## config.mk

```make
export PLATFORM = sky130hd
export DESIGN_NAME = caa_alu
export DESIGN_NICKNAME = d
export VERILOG_FILES = /design/src/rtl/caa_pkg.sv /design/src/rtl/caa_alu.sv
export SDC_FILE = /design/constraint.sdc
export NUM_CORES = 1
export LEC_CHECK = 0
export BUFFER_PORTS_ARGS = -buffer_cell sky130_fd_sc_hd__buf_2
export CAP_MARGIN = 10
export CORE_MARGIN = 5
export CORE_UTILIZATION = 35
export DETAILED_ROUTE_END_ITERATION = 12
export PLACE_DENSITY_LB_ADDON = 0.25
export SKIP_LAST_GASP = 1
export SYNTH_ARGS = -nofsm -noshare
export SYNTH_HDL_FRONTEND = slang
export SYNTH_SLANG_ARGS = --single-unit
```

## constraint.sdc

```tcl
create_clock -name vclk -period 3.5
set_input_delay 0.35 -clock vclk [all_inputs]
set_output_delay 0.35 -clock vclk [all_outputs]
set_load 0.005 [all_outputs]
```

## src/rtl/caa_pkg.sv

```systemverilog
// Shared types, constants and codes for the compacting arena allocator.
// No dependencies; every other file of the block imports this package.
`timescale 1ns / 1ps
`default_nettype none
package caa_pkg;

    localparam int ARENA_WORDS = 256;
    localparam int AW          = $clog2(ARENA_WORDS);
    localparam int PW          = AW + 2;
    localparam int TOP_INDEX   = ARENA_WORDS - 1;
    localparam int HDR_WORDS   = 3;
    localparam int FREED_BIT   = 16;
    localparam int MAX_RELOC   = 63;
    localparam int RELOC_W     = 6;
    localparam int ALU_W       = 35;
    localparam int BYTE_W      = 10;
    localparam int NWORDS_W    = BYTE_W - 1;
    localparam int NEED_W      = NWORDS_W + 1;
    localparam int CMP_W       = 9;

    localparam logic [2:0] REQ_ALLOC    = 3'd0;
    localparam logic [2:0] REQ_FREE     = 3'd1;
    localparam logic [2:0] REQ_FREE_ALL = 3'd2;
    localparam logic [2:0] REQ_READ     = 3'd3;
    localparam logic [2:0] REQ_WRITE    = 3'd4;

    localparam logic [2:0] KIND_GRANT = 3'd0;
    localparam logic [2:0] KIND_FAIL  = 3'd1;
    localparam logic [2:0] KIND_RELOC = 3'd2;
    localparam logic [2:0] KIND_READ  = 3'd3;
    localparam logic [2:0] KIND_DONE  = 3'd4;

    typedef struct packed {
        logic [2:0]  req_type;
        logic [9:0]  byte_count;
        logic [15:0] owner_handle;
        logic [15:0] caller_id;
        logic [7:0]  word_addr;
        logic [31:0] write_data;
    } t_req;

    typedef struct packed {
        logic [2:0]  kind;
        logic [7:0]  block_addr;
        logic [15:0] owner_out;
        logic [31:0] read_word;
        logic        last;
    } t_res;

    typedef enum logic [4:0] {
        S_IDLE,
        S_DEC,
        S_AL_CHK,
        S_SL_LOOP,
        S_SL_LEN,
        S_SL_OWN,
        S_SL_WHO,
        S_SL_WR0,
        S_SL_WR1,
        S_SL_WR2,
        S_SL_CP,
        S_SL_BP,
        S_AL_RECHK,
        S_GR_H0,
        S_GR_H1,
        S_GR_H2,
        S_GR_BP,
        S_GR_ZF,
        S_FR_CHK,
        S_FR_SET,
        S_FA_LOOP,
        S_FA_WHO,
        S_FA_OWN,
        S_FA_LEN,
        S_RD,
        S_DONE
    } t_state;

endpackage
`default_nettype wire

```

## src/rtl/caa_alu.sv

```systemverilog
// Shared signed subtract-and-compare unit used by the sequencer's compare and step states.
// Uses caa_pkg for the operand width.
`timescale 1ns / 1ps
`default_nettype none
module caa_alu
    import caa_pkg::*;
(
    input  wire logic signed [ALU_W-1:0] i_a,
    input  wire logic signed [ALU_W-1:0] i_b,
    output logic signed [ALU_W-1:0]      o_diff,
    output logic                         o_lt
);

    assign o_diff = i_a - i_b;
    assign o_lt   = o_diff[ALU_W-1];

endmodule
`default_nettype wire

```

==> summary.md, run 1 <==
| Metric | Value |
|---|---|
| Final antenna-violating net count | 0 |
| Final standard cell count with taps included and fillers excluded | 447 |
| Worst hold-check slack | 1.02 ns |
| Share of the clock period used by the worst path after layout | 0.890 |
| Post-layout power | 0.471 mW |
| Achievable frequency | 321 MHz |
| Final number of max-transition violations | 0 |
| Worst hold path cell count | 4 |
| Worst VDD drop | 0.0757 mV |
| Cell area after synthesis | 0.00183 mm2 |
| Utilization after layout | 0.473 |
| Per-instance average area after synthesis | 6.59 um2 |
| Average routed wire per standard cell | 11.3 um |
| Placed inst area | 0.00241 mm2 |
| Cell count after placement | 447 |
| Core Rows | 26 |
| Setup repair after global routing missed its margin | no |
| Number of violations of the max-capacitance limit | 0 |
| Startpoint types | input pin |
| Largest fanout on the critical path | 3 |
| Run status | completed |
| Count of unique library cells instantiated by Yosys | 39 |
| Total global routing track utilization | 0.141 |
| Gp weighted congestion | 0.858 |
| Antenna violations before repair | 0 |
| CTS hold repair buffers | 0 |
| Cell types with the highest counts after synthesis | sky130_fd_sc_hd__inv_1, sky130_fd_sc_hd__ha_1, sky130_fd_sc_hd__a21oi_1, sky130_fd_sc_hd__nand2_1, sky130_fd_sc_hd__nor2_1 |
| Antenna diodes | 0 |
| Post-cts sizing count | 0 |
| Source of the worst hold timing path | i_b[0] |
| Share of post-route cells with drive strength above 1 | 0.286 |
| Via count | 2,159 |
| Max-slew headroom at the worst pin | 0.631 |
| Total die area | 0.00678 mm2 |
| Hold-critical path endpoint | o_diff[0] |
| Post-route DRC violation count | 0 |
| Worst slack, placed | 0.384 ns |
| Avg Vias per Cell | 4.83 |
| Pin count of the biggest net entering global routing | 10 |
| Die X | 82.4 um |
| Worst Slack Setup Final | 0.386 ns |
| Boundary Pins | 106 |
| Cell taking the most area after synthesis | sky130_fd_sc_hd__ha_1 |
| Total gr overflow | 0 |
| Tmin final | 3.11 ns |
| Most common cell in the netlist | sky130_fd_sc_hd__inv_1 |
| Data required time of the worst path | 3.15 ns |
| Worst min-delay path class | in -> out |
| Count of clock buffers in the final design | 0 |
| Post-synthesis sequential area ratio | 0 |
| Global-route wire length before repair | 8080 um |
| Area Overhead vs Synth | 31.7% |
| Slew @ Worst Pin | 0.544 ns |
| Vias in the first global route | 2,014 |
| Number of optimization iterations in the first detailed-route pass | 4 |
| First-iteration detailed-routing DRC count | 93 |
| Starting utilization of the core area | 0.359 |
| Design Area, Final | 0.00241 mm2 |
| Share of the synthesized area in the top cell type | 0.232 |
| Arrival time of the worst setup path | 2.76 ns |
| Total negative slack | 0 ns |
| # Post-CTS Setup Buffers | 0 |
| Port Buf Inserts | 106 |
| Post-Synthesis Net Count | 383 |
| Number of nets in the finished design | 484 |
| Routed wire length | 5070 um |
| Floorplan die height | 82.4 um |
| Area of all sequential standard cells | 0 um2 |
| Final HPWL from detailed placement | 4530 um |
| Cell area power density | 195 mW/mm2 |
| Number of standard cells after synthesis | 278 |
| Cell types occupying the most area after synthesis | sky130_fd_sc_hd__ha_1, sky130_fd_sc_hd__xnor2_1, sky130_fd_sc_hd__a21oi_1, sky130_fd_sc_hd__inv_1, sky130_fd_sc_hd__a21o_1 |
| Standby leakage power | 1.41 nW |
| Layout sequential cell count | 0 |
| Endpoint type of the worst setup path | output pin |
| Final setup violation count | 0 |
| Number of warnings printed during yosys synthesis | 0 |
| Floorplan Core Area | 0.00511 mm2 |
| Setup CP Type | in -> out |
| Count of final hold-check violations | 0 |
logic make-up after synthesis:
logic type | share of synthesized area
compound gates | 0.348
xor+xnor | 0.143
fa+ha+maj | 0.243
buf+inv | 0.106
simple gates | 0.160
critical path, cell delays in order:
cell and delay (ns):
sky130_fd_sc_hd__buf_2 0.10, sky130_fd_sc_hd__inv_1 0.04, sky130_fd_sc_hd__ha_1 0.15, sky130_fd_sc_hd__inv_1 0.05, sky130_fd_sc_hd__fa_1 0.42, sky130_fd_sc_hd__a211oi_1 0.29
sky130_fd_sc_hd__o21ai_1 0.14, sky130_fd_sc_hd__nand3_1 0.11, sky130_fd_sc_hd__a21oi_1 0.09, sky130_fd_sc_hd__o21ai_1 0.26, sky130_fd_sc_hd__o311ai_1 0.23, sky130_fd_sc_hd__a31oi_1 0.27
sky130_fd_sc_hd__xnor2_1 0.14, sky130_fd_sc_hd__buf_2 0.13
how the worst max path moves through the flow:
stage,from,end,slack [ns]
2_1_floorplan,i_b[27],o_diff[34],0.65
3_3_place_gp,i_a[0],o_diff[30],0.43
3_5_place_dp,i_a[0],o_diff[30],0.38
4_1_cts,i_a[0],o_diff[30],0.38
5_1_grt,i_a[0],o_diff[28],0.15
6_report,i_a[0],o_diff[30],0.39
power by group:
part / switching (mW) / internal (mW)
clock: 0 / 0
sequential: 0 / 0
combinational: 0.241 / 0.230
cell usage in the layout (no fill, tap or decap), drive strengths merged, types with 2 or more instances in the layout:
cell	instances
xor2	12
nor2b	2
o21ai	18
o21a	3
and2	3
buf	107
nand2b	3
ha	34
and3	4
a31oi	6
a21oi	31
a211oi	4
nand2	20
o21bai	5
xnor2	18
nand3	12
a21o	18
inv	40
a221o	2
a21boi	2
nor2	20
final cells by class:
cell class                 instances  area, um2
inverter                          40        150
multi-input combinational        230       1640
fill                             588       2690
timing repair buffer             107        538
tap                               70       87.6
metal layers:
| metal | share of wire | GRT usage |
|---|---|---|
| met5 | 0 | 0 |
| met4 | 0 | 0 |
| met3 | 0.091 | 0.0304 |
| met2 | 0.44 | 0.246 |
| met1 | 0.47 | 0.188 |
Note: power is estimated with default switching activity, not from simulation.
==> inputs of run 2 (changes only) <==
--- a/config.mk
+++ b/config.mk
@@ -7,8 +7,10 @@
 export LEC_CHECK = 0
 export BUFFER_PORTS_ARGS = -buffer_cell sky130_fd_sc_hd__buf_2
 export CAP_MARGIN = 10
+export CELL_PAD_IN_SITES_DETAIL_PLACEMENT = 1
+export CELL_PAD_IN_SITES_GLOBAL_PLACEMENT = 2
 export CORE_MARGIN = 5
-export CORE_UTILIZATION = 35
+export CORE_UTILIZATION = 23
 export DETAILED_ROUTE_END_ITERATION = 12
 export PLACE_DENSITY_LB_ADDON = 0.25
 export SKIP_LAST_GASP = 1
==> run 2 against run 1 <==
- combinational power up 2%
- critical endpoint is now o_diff[32]
- final area rose by 2.0%
- hold slack better by 0.0061 ns
- non-clock buffer count increased by 1
- global-route usage fell by 2.7 points
==> summary.md, run 2 (synthesized netlist as in run 1, its figures left out) <==
| Metric | Value |
|---|---|
| Global-route wire length before repair | 9870 um |
| Layout sequential cell count | 0 |
| Worst setup path startpoint | i_a[0] |
| Slew @ Worst Pin | 0.572 ns |
| Largest fanout on the critical path | 4 |
| Avg Vias per Cell | 4.60 |
| Core Rows | 32 |
| Setup CP Type | in -> out |
| Pin count of the biggest net entering global routing | 10 |
| Number of optimization iterations in the first detailed-route pass | 4 |
| Share of post-route cells with drive strength above 1 | 0.288 |
| Via count | 2,207 |
| Total die area | 0.00985 mm2 |
| Area of all sequential standard cells | 0 um2 |
| Tmin final | 3.15 ns |
| Final antenna-violating net count | 0 |
| Number of violations of the max-capacitance limit | 0 |
| Count of clock buffers in the final design | 0 |
| Worst hold path cell count | 4 |
| Die X | 99.3 um |
| Total gr overflow | 0 |
| Final setup violation count | 0 |
| Hold-critical path endpoint | o_diff[0] |
| CTS hold repair buffers | 0 |
| Vias in the first global route | 2,231 |
| Number of nets in the finished design | 485 |
| Antenna diodes | 0 |
| Gp weighted congestion | 0.779 |
| Arrival time of the worst setup path | 2.80 ns |
| Area Overhead vs Synth | 34.3% |
| Worst stage delay on the critical path | 0.42 ns |
| Cell area power density | 196 mW/mm2 |
| Endpoint type of the worst setup path | output pin |
| Antenna violations before repair | 0 |
| Highest-count cells in the layout ignoring fill and taps | sky130_fd_sc_hd__buf_2, sky130_fd_sc_hd__inv_1, sky130_fd_sc_hd__ha_1 |
| Final HPWL from detailed placement | 5480 um |
| # fillers | 1,030 |
| Total negative slack | 0 ns |
| # Post-CTS Setup Buffers | 0 |
| Boundary Pins | 106 |
| Starting utilization of the core area | 0.237 |
| Port Buf Inserts | 106 |
| Final number of max-transition violations | 0 |
| First-iteration detailed-routing DRC count | 31 |
| Commonest non-fill, non-tap cell in the layout | sky130_fd_sc_hd__buf_2 |
| Routed wire length | 5980 um |
| Setup repair after global routing missed its margin | no |
| Max-slew headroom at the worst pin | 0.615 |
| Source of the worst hold timing path | i_b[0] |
| Average routed wire per standard cell | 12.5 um |
| Total global routing track utilization | 0.114 |
| Data required time of the worst path | 3.15 ns |
| Worst VDD drop | 0.0603 mV |
| Floorplan Core Area | 0.00773 mm2 |
| Post-cts sizing count | 0 |
| Worst-path cell chain | buf_2, inv_1, ha_1, inv_1, fa_1, a211oi_1, o21ai_1, nand3_1, a21oi_1, o21ai_1, o21ai_1, a41oi_1, xnor2_1, buf_2 |
| Floorplan die height | 99.3 um |
| Run status | completed |
| Share of the clock period used by the worst path after layout | 0.901 |
| Post-route DRC violation count | 0 |
| Critical path's slowest cell | sky130_fd_sc_hd__fa_1 |
| Utilization after layout | 0.319 |
| Worst min-delay path class | in -> out |
| Standby leakage power | 1.42 nW |
| Achievable frequency | 317 MHz |
| Startpoint types | input pin |
| Critical Path Most Common Cell | sky130_fd_sc_hd__o21ai_1 |
| Count of final hold-check violations | 0 |
run 2: worst max-delay path by stage:
stage / slack (ns) / endpoint / cells past startpoint
floorplan: 0.65 / o_diff[34] / 12
global placement: 0.36 / o_diff[32] / 11
detailed placement: 0.29 / o_diff[34] / 14
CTS: 0.28 / o_diff[34] / 14
global route: 0.04 / o_lt / 14
finish: 0.35 / o_diff[32] / 14
run 2: stage by stage:
stage | hold slack (ns) | power (mW) | cells | setup WS (ns) | cell area (um2)
CTS | 1.04 | 0.493 | 480 | 0.283 | 2460
global placement | 1.03 | 0.489 | 480 | 0.360 | 2460
floorplan | 0.831 | 0.303 | 278 | 0.650 | 1830
finish | 1.03 | 0.481 | 480 | 0.346 | 2460
detailed placement | 1.03 | 0.490 | 480 | 0.295 | 2460
global route | 1.06 | 0.546 | 480 | 0.0431 | 2460
run 2: layout make-up:
class | count | area, um2 | area share
multi-input combinational | 230 | 1640 | 0.666
tap | 102 | 128 | 0.0518
inverter | 40 | 150 | 0.0610
timing repair buffer | 108 | 546 | 0.222
run 2: routing by layer:
metal | routed length, um | GRT usage | vias up
met1 | 2990 | 0.157 | 966
met4 | 0 | 0 | 0
met5 | 0 | 0 | -
met2 | 2600 | 0.199 | 66
met3 | 387 | 0.0168 | 0
li1 | - | - | 1175
run 2: report_power, final:
part	switching, mW	total (mW)	internal [mW]
logic	0.250	0.481	0.232
clock network	0	0	0
registers	0	0	0
run 2: worst max-delay path, delay by kind of cell:
family,cells,cell delay (ns)
buffers and inverters,4,0.33
adders and majority gates,2,0.57
xor gates and xnor gates,1,0.16
and+or+nand+nor,1,0.11
AOI/OAI and AO/OA,6,1.28
==> inputs of run 3 (changes only) <==
==> constraint.sdc (replaced) <==
create_clock -name vclk -period 3.01
set_input_delay 0.301 -clock vclk [all_inputs]
set_output_delay 0.301 -clock vclk [all_outputs]
set_load 0.005 [all_outputs]
==> run 3 against run 2 <==
- routed wire length is 3.7% higher
- critical path depth is 2 lower
- cell count rose by 2.7%
- final area grew 7.4%
- core utilization increased by 2.3 points
- sequential share of layout area unchanged
- setup slack lost 0.16 ns
- first-iteration DRC count is 3.2% lower
- non-clock buffer count increased by 13
- critical endpoint is now o_diff[30]
- highest routed layer unchanged
==> summary.md, run 3 (synthesized netlist as in run 1, its figures left out) <==
| Metric | Value |
|---|---|
| Largest fanout on the critical path | 3 |
| Number of optimization iterations in the first detailed-route pass | 4 |
| Pin count of the biggest net entering global routing | 10 |
| CTS hold repair buffers | 0 |
| Routed wire length | 6200 um |
| Port Buf Inserts | 106 |
| Count of final hold-check violations | 0 |
| Share of the clock period used by the worst path after layout | 0.938 |
| Slew @ Worst Pin | 0.410 ns |
| Endpoint type of the worst setup path | output pin |
| Count of clock buffers in the final design | 0 |
| Post-layout power | 0.610 mW |
| Sequential share of power | 0 |
| Post-route DRC violation count | 0 |
| Via count | 2,268 |
| Total global routing track utilization | 0.119 |
| Die X | 99.3 um |
| Boundary Pins | 106 |
| Layout sequential cell count | 0 |
| Total die area | 0.00985 mm2 |
| Internal power consumption | 0.300 mW |
| Total gr overflow | 0 |
| Avg Vias per Cell | 4.60 |
| # fillers | 1,038 |
| Floorplan die height | 99.3 um |
| Tmin final | 2.82 ns |
| Sw frac | 0.508 |
| Number of violations of the max-capacitance limit | 0 |
| Starting utilization of the core area | 0.237 |
| Antenna violations before repair | 0 |
| Relative contribution of combinational cells to total power | 1.000 |
| Total negative slack | 0 ns |
| Achievable frequency | 354 MHz |
| Final number of max-transition violations | 0 |
| Final antenna-violating net count | 0 |
| Worst stage delay on the critical path | 0.30 ns |
| Arrival time of the worst setup path | 2.52 ns |
| Area Overhead vs Synth | 44.2% |
| Final HPWL from detailed placement | 5500 um |
| Global-route wire length before repair | 10,300 um |
| Vias in the first global route | 2,401 |
| Worst min-delay path class | in -> out |
| Startpoint types | input pin |
| Commonest non-fill, non-tap cell in the layout | sky130_fd_sc_hd__buf_2 |
| Highest-count cells in the layout ignoring fill and taps | sky130_fd_sc_hd__buf_2, sky130_fd_sc_hd__inv_1, sky130_fd_sc_hd__ha_1 |
| Worst-path cell chain | buf_2, ha_1, a21o_1, o21bai_1, a311oi_2, buf_4, nand2_1, o21ai_4, o311ai_4, a31oi_1, xnor2_1, buf_2 |
| Area of all sequential standard cells | 0 um2 |
| Floorplan Core Area | 0.00773 mm2 |
| Critical path's slowest cell | sky130_fd_sc_hd__a311oi_2 |
| Setup CP Type | in -> out |
| Critical Path Most Common Cell | sky130_fd_sc_hd__buf_2 |
| Number of nets in the finished design | 498 |
| Power spent charging and discharging nets | 0.310 mW |
| Run status | completed |
| Worst VDD drop | 0.0715 mV |
| Max-slew headroom at the worst pin | 0.725 |
| Part of the total power dissipated in the clock network | 0 |
| Core Rows | 32 |
| Data required time of the worst path | 2.71 ns |
| Setup repair after global routing missed its margin | no |
| Final setup violation count | 0 |
| First-iteration detailed-routing DRC count | 30 |
| Area of the multi-input gates | 0.00172 mm2 |
| Cell area power density | 231 mW/mm2 |
| Standby leakage power | 1.50 nW |
| Share of post-route cells with drive strength above 1 | 0.343 |
| Antenna diodes | 0 |
| Gp weighted congestion | 0.775 |
| Average routed wire per standard cell | 12.6 um |
## run 3: final cells by class
cell class         instances  area share
multi-input cells        230       0.652
repair buffers           121       0.243
inverters                 40      0.0568
well taps                102      0.0483
## run 3: worst paths after layout
check	start	to	slack, ns	cells past startpoint
hold / removal	i_b[0]	o_diff[0]	0.93	4
setup / recovery	i_a[13]	o_diff[30]	0.19	12
## run 3: through the flow
stage | util | worst slack, ns | cells | instance area (um2) | hold WS (ns)
after floorplan | - | 0.258 | 278 | 1830 | 0.733
after global placement | 0.330 | 0.0514 | 492 | 2550 | 0.930
after detailed placement | 0.330 | -0.00591 | 492 | 2550 | 0.934
after CTS | 0.331 | 0.00544 | 492 | 2560 | 0.934
after global routing | 0.342 | 0.0179 | 493 | 2640 | 0.959
final | 0.342 | 0.188 | 493 | 2640 | 0.930
## run 3: power groups by stage
stage / Combinational, mW / Sequential [mW] / Clock, mW
2_1_floorplan: 0.352 / 0 / 0
3_3_place_gp: 0.588 / 0 / 0
3_5_place_dp: 0.590 / 0 / 0
4_1_cts: 0.596 / 0 / 0
5_1_grt: 0.690 / 0 / 0
6_report: 0.610 / 0 / 0
## run 3: metal layers
metal,global-route usage,vias up,share of wire
met3,0.0161,0,0.060
met1,0.173,995,0.49
met5,0,-,0
li1,-,1207,-
met2,0.197,66,0.45
met4,0,0,0
## run 3: timing repair
| action | CTS | global route |
|---|---|---|
| gates resized for setup | 1 | 14 |
| buffers inserted | 0 | 1 |
| hold endpoints to repair | 0 | 0 |
| pin swaps | 0 | 4 |
| endpoints found under the setup margin | 2 | 9 |
## run 3: worst max-delay path: cells and delay by family
kind / cells / cell delay, ns
AOI/OAI and AO/OA: 6 / 1.33
xor gates and xnor gates: 1 / 0.14
adders and majority gates: 1 / 0.29
buffers and inverters: 3 / 0.39
and+or+nand+nor: 1 / 0.08
